<file path="config.mk">
export PLATFORM = sky130hd
export DESIGN_NAME = key_bucket_hash_core
export DESIGN_NICKNAME = d
export VERILOG_FILES = /design/src/khash_pkg.sv /design/src/khash_front.sv /design/src/khash_queue.sv /design/src/khash_back.sv /design/src/khash_mod.sv /design/src/key_bucket_hash_core.sv
export SDC_FILE = /design/constraint.sdc
export NUM_CORES = 2
export LEC_CHECK = 0
export ABC_CLOCK_PERIOD_IN_PS = 7400
export BUFFER_PORTS_ARGS = -buffer_cell sky130_fd_sc_hd__clkbuf_2
export CORE_MARGIN = 1.5
export CORE_UTILIZATION = 60
export CTS_CLUSTER_SIZE = 12
export DETAILED_ROUTE_END_ITERATION = 16
export PLACE_DENSITY = 0.78
export SYNTH_ARGS = -nofsm -noshare
export SYNTH_HDL_FRONTEND = slang
export SYNTH_SLANG_ARGS = --single-unit
</file>
<file path="constraint.sdc">
create_clock -name clk_i -period 7.4 [get_ports clk_i]
set_input_delay 1.11 -clock clk_i [delete_from_list [all_inputs] [get_ports clk_i]]
set_output_delay 1.11 -clock clk_i [all_outputs]
set_load 0.05 [all_outputs]
</file>
<file path="src/khash_pkg.sv">
// Shared types and constants for the key bucket hash block.
`default_nettype none

package khash_pkg;

  localparam int unsigned ByteW   = 8;
  localparam int unsigned LenW    = 8;
  localparam int unsigned ModW    = 17;
  localparam int unsigned HashW   = 32;
  localparam int unsigned BucketW = 16;
  localparam int unsigned CfgW    = 17;

  // Configuration register indexes.
  localparam logic REG_KEY_LENGTH   = 1'b0;
  localparam logic REG_BUCKET_COUNT = 1'b1;

  typedef enum logic [1:0] {
    OP_ADD_BYTE,
    OP_ADD_SCALED,
    OP_MUL
  } op_e;

  typedef struct packed {
    op_e              op;
    logic             last;
    logic [ByteW-1:0] key_byte;
    logic [LenW-1:0]  position;
    logic [LenW-1:0]  key_length;
    logic [ModW-1:0]  modulus;
  } entry_t;

  typedef struct packed {
    logic             valid;
    logic [HashW-1:0] dividend;
    logic [ModW-1:0]  modulus;
  } div_req_t;

endpackage

`default_nettype wire

</file>
<file path="src/khash_front.sv">
// Front end: accepts key bytes, tracks the byte position and classifies each byte.
`default_nettype none

module khash_front #(
  parameter int unsigned MaxBuckets = 65536
) (
  input  wire                             clk_i,
  input  wire                             rst_ni,
  input  wire                             in_valid_i,
  output logic                            in_stall_o,
  input  wire [khash_pkg::ByteW-1:0]      key_byte_i,
  input  wire [khash_pkg::LenW-1:0]       key_length_i,
  input  wire [khash_pkg::CfgW-1:0]       bucket_count_i,
  output logic                            push_o,
  output khash_pkg::entry_t               entry_o,
  input  wire                             full_i
);
  import khash_pkg::*;

  localparam logic [ModW-1:0] MaxCap = ModW'(MaxBuckets);

  logic [LenW-1:0] pos_q, pos_d;
  logic [LenW:0]   pos_next;
  logic            last;
  logic [ModW-1:0] modulus;

  assign in_stall_o = full_i;
  assign push_o     = in_valid_i && !full_i;
  assign pos_next   = {1'b0, pos_q} + {{LenW{1'b0}}, 1'b1};
  assign last       = !(pos_next < {1'b0, key_length_i});

  // The modulus saturates at the parameter limit and a zero count acts as one.
  always_comb begin
    modulus = bucket_count_i;
    if (32'(bucket_count_i) > 32'(MaxBuckets)) begin
      modulus = MaxCap;
    end
    if (modulus == '0) begin
      modulus = ModW'(1);
    end
  end

  always_comb begin
    entry_o.last       = last;
    entry_o.key_byte   = key_byte_i;
    entry_o.position   = pos_q;
    entry_o.key_length = key_length_i;
    entry_o.modulus    = modulus;
    if (pos_q == '0) begin
      entry_o.op = OP_ADD_BYTE;
    end else if (pos_q == LenW'(1)) begin
      entry_o.op = OP_ADD_SCALED;
    end else begin
      entry_o.op = OP_MUL;
    end
  end

  always_comb begin
    pos_d = pos_q;
    if (push_o) begin
      pos_d = last ? '0 : pos_next[LenW-1:0];
    end
  end

  always_ff @(posedge clk_i or negedge rst_ni) begin
    if (!rst_ni) begin
      pos_q <= '0;
    end else begin
      pos_q <= pos_d;
    end
  end

endmodule

`default_nettype wire

</file>
<file path="src/khash_queue.sv">
// Short request queue between the front end and the hash back end.
`default_nettype none

module khash_queue #(
  parameter int unsigned Depth = 2
) (
  input  wire                clk_i,
  input  wire                rst_ni,
  input  wire                push_i,
  input  khash_pkg::entry_t  entry_i,
  output logic               full_o,
  output logic               valid_o,
  input  wire                pop_i,
  output khash_pkg::entry_t  entry_o
);
  import khash_pkg::*;

  localparam int unsigned PtrW = (Depth > 1) ? $clog2(Depth) : 1;
  localparam int unsigned CntW = $clog2(Depth + 1);
  localparam logic [PtrW-1:0] LastPtr = PtrW'(Depth - 1);
  localparam logic [CntW-1:0] FullCnt = CntW'(Depth);

  entry_t          mem_q [Depth];
  logic [PtrW-1:0] wr_ptr_q, rd_ptr_q;
  logic [CntW-1:0] count_q;

  assign full_o  = (count_q == FullCnt);
  assign valid_o = (count_q != '0);
  assign entry_o = mem_q[rd_ptr_q];

  always_ff @(posedge clk_i) begin
    if (push_i) begin
      mem_q[wr_ptr_q] <= entry_i;
    end
  end

  always_ff @(posedge clk_i or negedge rst_ni) begin
    if (!rst_ni) begin
      wr_ptr_q <= '0;
      rd_ptr_q <= '0;
      count_q  <= '0;
    end else begin
      if (push_i) begin
        wr_ptr_q <= (wr_ptr_q == LastPtr) ? '0 : wr_ptr_q + PtrW'(1);
      end
      if (pop_i) begin
        rd_ptr_q <= (rd_ptr_q == LastPtr) ? '0 : rd_ptr_q + PtrW'(1);
      end
      if (push_i && !pop_i) begin
        count_q <= count_q + CntW'(1);
      end else if (pop_i && !push_i) begin
        count_q <= count_q - CntW'(1);
      end
    end
  end

`ifndef NO_ASSERTIONS
  a_no_pop_empty: assert property (@(posedge clk_i) disable iff (!rst_ni)
    pop_i |-> valid_o) else $error("queue popped while empty");
  a_no_push_full: assert property (@(posedge clk_i) disable iff (!rst_ni)
    push_i |-> !full_o) else $error("queue pushed while full");
  a_count_grows: assert property (@(posedge clk_i) disable iff (!rst_ni)
    (push_i && !pop_i) |=> count_q == $past(count_q) + CntW'(1))
    else $error("queue count did not follow a push");
`endif

endmodule

`default_nettype wire

</file>
<file path="src/khash_back.sv">
// Back end: applies each classified byte to the running hash and forms the final product.
`default_nettype none

module khash_back (
  input  wire                clk_i,
  input  wire                rst_ni,
  input  wire                q_valid_i,
  input  khash_pkg::entry_t  entry_i,
  output logic               q_pop_o,
  output khash_pkg::div_req_t div_req_o,
  input  wire                div_ready_i
);
  import khash_pkg::*;

  typedef enum logic [1:0] {
    B_IDLE,
    B_UPD,
    B_FIN
  } state_e;

  state_e           state_q;
  logic [HashW-1:0] hash_q;
  logic [16:0]      factor_q;
  logic [15:0]      addend_q;
  logic             add_q;
  logic             last_q;
  logic [LenW-1:0]  klen_q;
  logic [ModW-1:0]  mod_q;

  logic [15:0]      byte_by_pos;
  logic [15:0]      byte_by_len;
  logic [16:0]      factor_d;
  logic [48:0]      upd_prod;
  logic [39:0]      fin_prod;

  assign byte_by_pos = entry_i.key_byte * entry_i.position;
  assign byte_by_len = entry_i.key_byte * entry_i.key_length;
  assign factor_d    = {1'b0, byte_by_pos} + {9'b0, entry_i.key_length}
                     + {9'b0, entry_i.position};
  assign upd_prod    = hash_q * factor_q;
  assign fin_prod    = hash_q * klen_q;

  assign q_pop_o            = (state_q == B_IDLE) && q_valid_i;
  assign div_req_o.valid    = (state_q == B_FIN);
  assign div_req_o.dividend = fin_prod[HashW-1:0];
  assign div_req_o.modulus  = mod_q;

  always_ff @(posedge clk_i) begin
    if (q_pop_o) begin
      factor_q <= factor_d;
      addend_q <= (entry_i.op == OP_ADD_BYTE) ? {8'b0, entry_i.key_byte} : byte_by_len;
      add_q    <= (entry_i.op != OP_MUL);
      last_q   <= entry_i.last;
      klen_q   <= entry_i.key_length;
      mod_q    <= entry_i.modulus;
    end
  end

  always_ff @(posedge clk_i or negedge rst_ni) begin
    if (!rst_ni) begin
      state_q <= B_IDLE;
      hash_q  <= '0;
    end else begin
      unique case (state_q)
        B_IDLE: begin
          if (q_valid_i) begin
            state_q <= B_UPD;
          end
        end
        B_UPD: begin
          hash_q  <= add_q ? hash_q + {16'b0, addend_q} : upd_prod[HashW-1:0];
          state_q <= last_q ? B_FIN : B_IDLE;
        end
        B_FIN: begin
          // The product is captured by the modulo unit; the next key starts from zero.
          if (div_ready_i) begin
            hash_q  <= '0;
            state_q <= B_IDLE;
          end
        end
        default: state_q <= B_IDLE;
      endcase
    end
  end

`ifndef NO_ASSERTIONS
  a_fin_holds: assert property (@(posedge clk_i) disable iff (!rst_ni)
    (div_req_o.valid && !div_ready_i) |=> div_req_o.valid && $stable(div_req_o.dividend))
    else $error("final product changed while waiting for the modulo unit");
  a_pop_only_idle: assert property (@(posedge clk_i) disable iff (!rst_ni)
    q_pop_o |=> state_q == B_UPD) else $error("pop did not start an update");
  a_hash_clear: assert property (@(posedge clk_i) disable iff (!rst_ni)
    (div_req_o.valid && div_ready_i) |=> hash_q == '0)
    else $error("running hash not cleared after a key");
`endif

endmodule

`default_nettype wire

</file>
<file path="src/khash_mod.sv">
// Bit-serial remainder unit with the result output register.
`default_nettype none

module khash_mod (
  input  wire                          clk_i,
  input  wire                          rst_ni,
  input  khash_pkg::div_req_t          div_req_i,
  output logic                         div_ready_o,
  output logic                         out_valid_o,
  input  wire                          out_stall_i,
  output logic [khash_pkg::BucketW-1:0] bucket_index_o
);
  import khash_pkg::*;

  localparam int unsigned CntW = $clog2(HashW);
  localparam logic [CntW-1:0] LastCnt = CntW'(HashW - 1);

  logic                run_q;
  logic [CntW-1:0]     cnt_q;
  logic [HashW-1:0]    dvd_q;
  logic [ModW-1:0]     rem_q;
  logic [ModW-1:0]     mod_q;
  logic                out_valid_q;
  logic [BucketW-1:0]  out_data_q;

  logic [ModW:0]       shifted;
  logic                ge;
  logic [ModW-1:0]     rem_next;
  logic                out_free;
  logic                step;
  logic                finish;

  assign shifted  = {rem_q, dvd_q[HashW-1]};
  assign ge       = (shifted >= {1'b0, mod_q});
  assign rem_next = ge ? ModW'(shifted - {1'b0, mod_q}) : shifted[ModW-1:0];
  assign out_free = !out_valid_q || !out_stall_i;
  // The last step waits until the output register can take the result.
  assign step     = run_q && ((cnt_q != LastCnt) || out_free);
  assign finish   = step && (cnt_q == LastCnt);

  assign div_ready_o    = !run_q;
  assign out_valid_o    = out_valid_q;
  assign bucket_index_o = out_data_q;

  always_ff @(posedge clk_i) begin
    if (div_req_i.valid && !run_q) begin
      dvd_q <= div_req_i.dividend;
      mod_q <= div_req_i.modulus;
      rem_q <= '0;
    end else if (step) begin
      dvd_q <= {dvd_q[HashW-2:0], 1'b0};
      rem_q <= rem_next;
    end
    if (finish) begin
      out_data_q <= rem_next[BucketW-1:0];
    end
  end

  always_ff @(posedge clk_i or negedge rst_ni) begin
    if (!rst_ni) begin
      run_q       <= 1'b0;
      cnt_q       <= '0;
      out_valid_q <= 1'b0;
    end else begin
      if (div_req_i.valid && !run_q) begin
        run_q <= 1'b1;
        cnt_q <= '0;
      end else if (step) begin
        cnt_q <= cnt_q + CntW'(1);
        if (finish) begin
          run_q <= 1'b0;
        end
      end
      if (finish) begin
        out_valid_q <= 1'b1;
      end else if (out_valid_q && !out_stall_i) begin
        out_valid_q <= 1'b0;
      end
    end
  end

`ifndef NO_ASSERTIONS
  a_rem_below_mod: assert property (@(posedge clk_i) disable iff (!rst_ni)
    (run_q && cnt_q != '0) |-> rem_q < mod_q)
    else $error("partial remainder not below the modulus");
  a_no_overwrite: assert property (@(posedge clk_i) disable iff (!rst_ni)
    finish |-> out_free) else $error("result overwrote a pending output");
  a_finish_ends: assert property (@(posedge clk_i) disable iff (!rst_ni)
    finish |=> !run_q && out_valid_q) else $error("modulo did not complete");
`endif

endmodule

`default_nettype wire

</file>
<file path="src/key_bucket_hash_core.sv">
// Top level of the key bucket hash block: configuration registers and unit wiring.
//
// Usage: each request on the input channel carries one key byte (key_byte_i);
// bytes of a key arrive in order. After the key_length-th byte the block
// delivers one request on the output channel with the bucket index of that key.
// Configuration is written through cfg_we_i / cfg_idx_i / cfg_data_i, index 0
// key length, index 1 bucket count; it takes effect from the next byte.
// The hash back end prepares the operands of each byte, then applies an add or
// a 32x17 multiply to the running hash; after the last byte of a key it forms
// the final product with the key length. The bucket index comes from a
// bit-serial remainder unit that takes a new key only after the previous one
// is done; it runs while the next key's bytes are hashed.
// A two-entry queue decouples the byte front end from the hash back end;
// in_stall_o rises only when that queue is full.
// When the receiver stalls, the result is held in the output register; the
// remainder unit then holds its final step and the back end waits in turn.
// Reset sets key length 32, bucket count 1024, and clears hash and position.
`default_nettype none

module key_bucket_hash_core #(
  parameter int unsigned MAX_BUCKETS = 65536
) (
  input  wire                             clk_i,
  input  wire                             rst_ni,
  input  wire                             cfg_we_i,
  input  wire                             cfg_idx_i,
  input  wire [khash_pkg::CfgW-1:0]       cfg_data_i,
  input  wire                             in_valid_i,
  output logic                            in_stall_o,
  input  wire [khash_pkg::ByteW-1:0]      key_byte_i,
  output logic                            out_valid_o,
  input  wire                             out_stall_i,
  output logic [khash_pkg::BucketW-1:0]   bucket_index_o
);
  import khash_pkg::*;

  logic [LenW-1:0] key_length_q;
  logic [CfgW-1:0] bucket_count_q;

  logic     push;
  logic     q_full;
  logic     q_valid;
  logic     q_pop;
  entry_t   front_entry;
  entry_t   head_entry;
  div_req_t div_req;
  logic     div_ready;

  always_ff @(posedge clk_i or negedge rst_ni) begin
    if (!rst_ni) begin
      key_length_q   <= LenW'(32);
      bucket_count_q <= CfgW'(1024);
    end else if (cfg_we_i) begin
      unique case (cfg_idx_i)
        REG_KEY_LENGTH:   key_length_q   <= cfg_data_i[LenW-1:0];
        REG_BUCKET_COUNT: bucket_count_q <= cfg_data_i;
      endcase
    end
  end

  khash_front #(
    .MaxBuckets(MAX_BUCKETS)
  ) u_front (
    .clk_i         (clk_i),
    .rst_ni        (rst_ni),
    .in_valid_i    (in_valid_i),
    .in_stall_o    (in_stall_o),
    .key_byte_i    (key_byte_i),
    .key_length_i  (key_length_q),
    .bucket_count_i(bucket_count_q),
    .push_o        (push),
    .entry_o       (front_entry),
    .full_i        (q_full)
  );

  khash_queue #(
    .Depth(2)
  ) u_queue (
    .clk_i  (clk_i),
    .rst_ni (rst_ni),
    .push_i (push),
    .entry_i(front_entry),
    .full_o (q_full),
    .valid_o(q_valid),
    .pop_i  (q_pop),
    .entry_o(head_entry)
  );

  khash_back u_back (
    .clk_i      (clk_i),
    .rst_ni     (rst_ni),
    .q_valid_i  (q_valid),
    .entry_i    (head_entry),
    .q_pop_o    (q_pop),
    .div_req_o  (div_req),
    .div_ready_i(div_ready)
  );

  khash_mod u_mod (
    .clk_i         (clk_i),
    .rst_ni        (rst_ni),
    .div_req_i     (div_req),
    .div_ready_o   (div_ready),
    .out_valid_o   (out_valid_o),
    .out_stall_i   (out_stall_i),
    .bucket_index_o(bucket_index_o)
  );

endmodule

`default_nettype wire
</file>
# After elaboration in Yosys (flattened, before gate mapping)
# Memory sizes are Yosys's and may differ from the RTL's.
# Index checks and enable logic that the tools add are counted.
# word_totals
mem_bits_rw	88
memories	1
register_bits	220
# memory_table
name	depth	width	read_ports	rd_clocked_by_memory_dff	wr	line_no	text
u_queue.mem_q	2	44	1	0	1	khash_queue.sv:23	entry_t mem_q [Depth];
# classes
n_addsub	10
eq_ne	9
magnitude_cmp	3
mul	4
bitwise_logic	1
n_reduce_logical	32
muxes	29
# ops
op	count
$mux 32	4
$pmux 32 s2	1
$mux 17	3
$add 32x16->32	1
$mul 32x17->32	1
$mul 32x8->32	1
$mul 8x8->16	2
$ge 18x17->1	1
$add 16x8->17	1
$add 17x8->17	1
$gt 17x17->1 const B	1
$logic_not 17->1	1
$sub 17x17->17	1
$mux 8	2
$mux 2	7
$reduce_bool 2->1	6
$mux 5	2
$reduce_and 2->1	5
$add 8x1->9 const B	1
$lt 9x8->1	1
$mux 1	9
$eq 8x1->1 const B	1
$logic_and 1x1->1	8
$logic_not 8->1	1
15 further kinds	26

# Depth between registers and ports, before layout
# depth
word_depth	8
depth_mapped	25

# Cells and area by module
# A second synthesis with hierarchy kept.
# unflattened
hier_cells	3847
hier_area_um2	37317.0
# modules_own_cells
mod	area_per_inst_um2	cells_per_inst	seq_area_each_um2	n_inst
khash_back	27316.2	3075	2652.5	1
khash_mod	4475.5	439	2467.4	1
khash_queue	3564.7	153	2742.6	1
khash_front	1023.5	126	200.2	1
key_bucket_hash_core	937.1	54	628.1	1

# Least setup slack after synthesis
# Ideal clock, no wire load.
# synth_timing
path_kind	reg2reg
from	register u_back.factor_q[3]
to	register u_back.hash_q[30]
path_stages_with_launch	24
period_less_slack_ns	6.267
setup_ns	0.141
setup_slack_ns	1.133
arrival_ns	6.126
path_cell_list	edfxtp_1 clkbuf_1 clkbuf_1 nand2_1 fa_1 fa_1 fa_1 inv_1 fa_1 fa_1 inv_1 fa_1 inv_1 ha_1 a21o_1 a21oi_1 a21boi_0 a2111oi_2 o21ai_1 a211oi_1 nor2_1 a21oi_2 mux2i_1 a211oi_1
# synth_between
elab_chain_cells	3
# synth_rtl
item	line_no	text
from (decl)	khash_back.sv:23	logic [16:0] factor_q;
from (signal assigned)	khash_back.sv:50	factor_q <= factor_d;
$mul 32x17->32	khash_back.sv:40	assign upd_prod = hash_q * factor_q;
$mux 32	khash_back.sv:71	hash_q <= add_q ? hash_q + {16'b0, addend_q} : upd_prod[HashW-1:0];
$pmux 32 s2	khash_back.sv:64	unique case (state_q)
to (signal assigned)	khash_back.sv:71	
to (decl)	khash_back.sv:22	logic [HashW-1:0] hash_q;
# No other way between the ends.
# A chain may end at the register's enable or synchronous reset.

# Worst setup path after layout
# layout_timing
from	register u_back.factor_q[4]
to	register u_back.hash_q[30]
# The elaborated chain is that of the path after synthesis.

==> summary.txt <==
Run status
  – Status: finished clean

Worst setup path
  – Worst EP arrival: 7190 ps
  – Setup crit start: u_back.factor_q[4]
  – Worst reg2reg startpoint: u_back.factor_q[4]
  – Critical path launch point type: register
  – Type of the worst setup path: reg -> reg
  – Crit path cell chain: buf_4 > nand2_1 > fa_1 > fa_1 > fa_1 > inv_1 > fa_1 > fa_1 > inv_1 > fa_1 > inv_1 > ha_1 > a21oi_1 > a21boi_0 > a2111oi_2 > o21ai_1 > a211oi_1 > nor2_1 > a21oi_2 > mux2i_1 > a211oi_1
  – Most used cell, CP: fa_1
  – Crit Path Max Fanout: 18
  – Worst EP required: 7800 ps
  – CP delay by family, top: adder cells
  – Worst path max stage delay: 680 ps
  – Critical Path Slowest Stage Cell: edfxtp_1
  – Crit. End Element: register
  – Buf/Inv on CP: 4

Timing
  – Fin crit share: 91.8%
  – Endpoints failing hold: 0
  – Slew @ Worst Pin: about 1100 ps
  – Endpoints failing setup: 0
  – Rel. slew slack: 29.0%
  – Setup Total Neg Slack: 0 ps
  – Clock Skews: 28.9 ps
  – Achievable Freq: 147 MHz
  – RSZ-0062 raised after global routing: no
  – Post-route minimum period: 6790 ps
  – Hold_ws: 388 ps
  – Final Max Tran Viols: 0

Finish
  – Area added between synthesis and finish: 6.69%
  – Layout cells sized above 1: 7.52%
  – Antenna Cells: 0
  – Commonest non-fill, non-tap cells in the layout: inv_1, nand2_1, fa_1, and2_1, ha_1
  – Commonest non-fill, non-tap cell in the layout: inv_1
  – Net count reported at finish: between 4,000 and 5,000
  – Utilization after layout: 64.5%

Drt
  – Avg WL per Cell: between 15 and 20 microns
  – Number of DRC markers in iteration 0: 1,876
  – Via density: 5.73
  – Drt drc: 0
  – DRT Pass-1 Iters: 5
  – Final WL: 85.2 mm
  – Antenna Nets Post-Route: 0
  – Via count: between 20,000 and 30,000

Clock network
  – PostCTS Resize Cnt: 0
  – Setup bufs post-CTS: 0
  – TritonCTS Buffers: 36
  – Sink Count: a little over 300
  – Bufs on Longest Clock Path: 3
  – Clk Tree Root Cell: clkbuf_16
  – H-tree Lvls: 2
  – Clock transition at path regs: 60 ps
  – Cts hold-fix bufs: 0
  – CTS tree: done
  – Clock latency on the worst-skew pair: 570 ps

Global routing
  – Vias in the first global route: 27,612
  – First-pass GRT wire length: 142 mm
  – Total track usage: 28.6%
  – Initial antenna violation count: 2
  – Largest net degree at the start of global routing: 68
  – GRT overflow: 0

Floorplan
  – Starting Density: about three fifths
  – DIE AREA: 62,100 sq um
  – CORE AREA: 60,100 sq um
  – Row cnt: 90
  – Die W: 249 microns
  – Die Height: between 200 and 250 microns
  – I/O pin count: 49

Worst hold path
  – Worst min path class: in -> async

Logic synthesis
  – Avg Cell Area, Syn: ~9.7 sq um
  – Async SR Flop Fraction: 25.3%
  – Ys flop type: edfxtp_1
  – Post-synth EDFFs: 213
  – Mapped Cells: approximately 3,800
  – Post-Syn Area: ~36,000 sq um
  – Synthesized Nets: approximately 4,600
  – Sequential share of the synthesized area: a little under a quarter
  – Unique masters post-synth: 84
  – Yosys warns: 0
  – Yosys reg bits: just over 300

Job
  – MaxCap Viol Count: 0

Placed design
  – HPWL after detailed placement: 66.4 mm
  – Port bufs: 48
  – GP Congestion: 0.930
## area by class of cell
class                           instances  area (sq um)
Clock inverter                         10           124
Tap cell                              782           978
Multi-Input combinational cell       2590         24500
Inverter                              692          2600
Clock buffer                           56          1050
Timing Repair Buffer                  136           903
Fill cell                            4711         21300
Sequential cell                       308          8690
## stage by stage
stage / setup WS, ps / cells / cell area (sq um)
finish: 606 / 4574 / 38800
global placement: 801 / 4508 / 37600
global route: 408 / 4574 / 38800
CTS: 681 / 4574 / 38800
detailed placement: 713 / 4508 / 37600
floorplan: 1130 / 3756 / 36400
## cells by family (layout without fill, tap and decap cells)
family | after synthesis | after routing | share of synthesized area (%)
flops | 308 | 308 | 23.9
mux | 80 | 80 | 2.40
fa+ha+maj | 803 | 803 | 39.2
simple gates | 1147 | 1147 | 14.6
compound gates | 409 | 409 | 7.35
xor+xnor | 151 | 151 | 3.64
buf+inv | 858 | 894 | 8.92
## routing by layer
layer | global-route usage [%] | routed length (microns)
met5 | 0 | 13
met4 | 9.48 | 2920
met1 | 38.8 | 34700
met2 | 46.7 | 40000
met3 | 5.22 | 7570
## synthesized netlist by cell type (10+ instances only)
library cell,count,area share (%)
mux2_2,51,1.6
nand2b_1,23,0.40
edfxtp_1,213,18
nand2_1,604,6.2
xnor2_1,102,2.5
a21oi_1,103,1.4
o21a_1,16,0.33
and2_1,244,4.2
dfxtp_1,17,0.94
nand4_1,10,0.17
nor3_1,12,0.17
nand3_1,28,0.39
o21bai_1,16,0.33
mux2i_1,27,0.74
or3_1,11,0.19
nor2b_1,28,0.48
xor2_1,49,1.2
dfrtp_1,76,5.2
ha_1,240,8.3
a21o_1,32,0.66
inv_1,691,7.1
nor2_1,144,1.5
o21ai_0,112,1.5
a22o_1,19,0.46
clkbuf_1,158,1.6
and3_1,17,0.29
fa_1,563,31
## flip-flops by register name, indices dropped and copies added, names as in the netlist, 16 cells and up
register / count
u_mod.bucket_index_o: 16
u_mod.dvd_q: 32
u_back.addend_q: 16
u_back.mod_q: 17
u_back.hash_q: 32
u_mod.rem_q: 17
u_mod.mod_q: 17
u_queue.mem_q: 88
u_back.factor_q: 17
bucket_count_q: 17
## final timing paths
check                               endpoint  slack [ps]  cells past startpoint
max                        u_back.hash_q[30]         610                     21
min                          key_length_q[4]         390                      1
max reg2reg                u_back.hash_q[30]         610                     21
min reg2reg                  u_mod.mod_q[10]         420                      0
max in group asynchronous   u_queue.rd_ptr_q        5690                      2
min in group clk_i           u_mod.mod_q[10]         420                      0
## worst reg2reg max path, stage by stage (launching register included)
cell	delay, ps
edfxtp_1	680
buf_4	380
nand2_1	110
fa_1	520
fa_1	530
fa_1	520
inv_1	60
fa_1	490
fa_1	490
inv_1	50
fa_1	470
inv_1	40
ha_1	340
a21oi_1	230
a21boi_0	170
a2111oi_2	510
o21ai_1	220
a211oi_1	260
nor2_1	120
a21oi_2	160
mux2i_1	200
a211oi_1	90
Power is left out: the tool's default activity adds up to more than one toggle a clock period on the data nets, which glitch-free logic cannot reach.
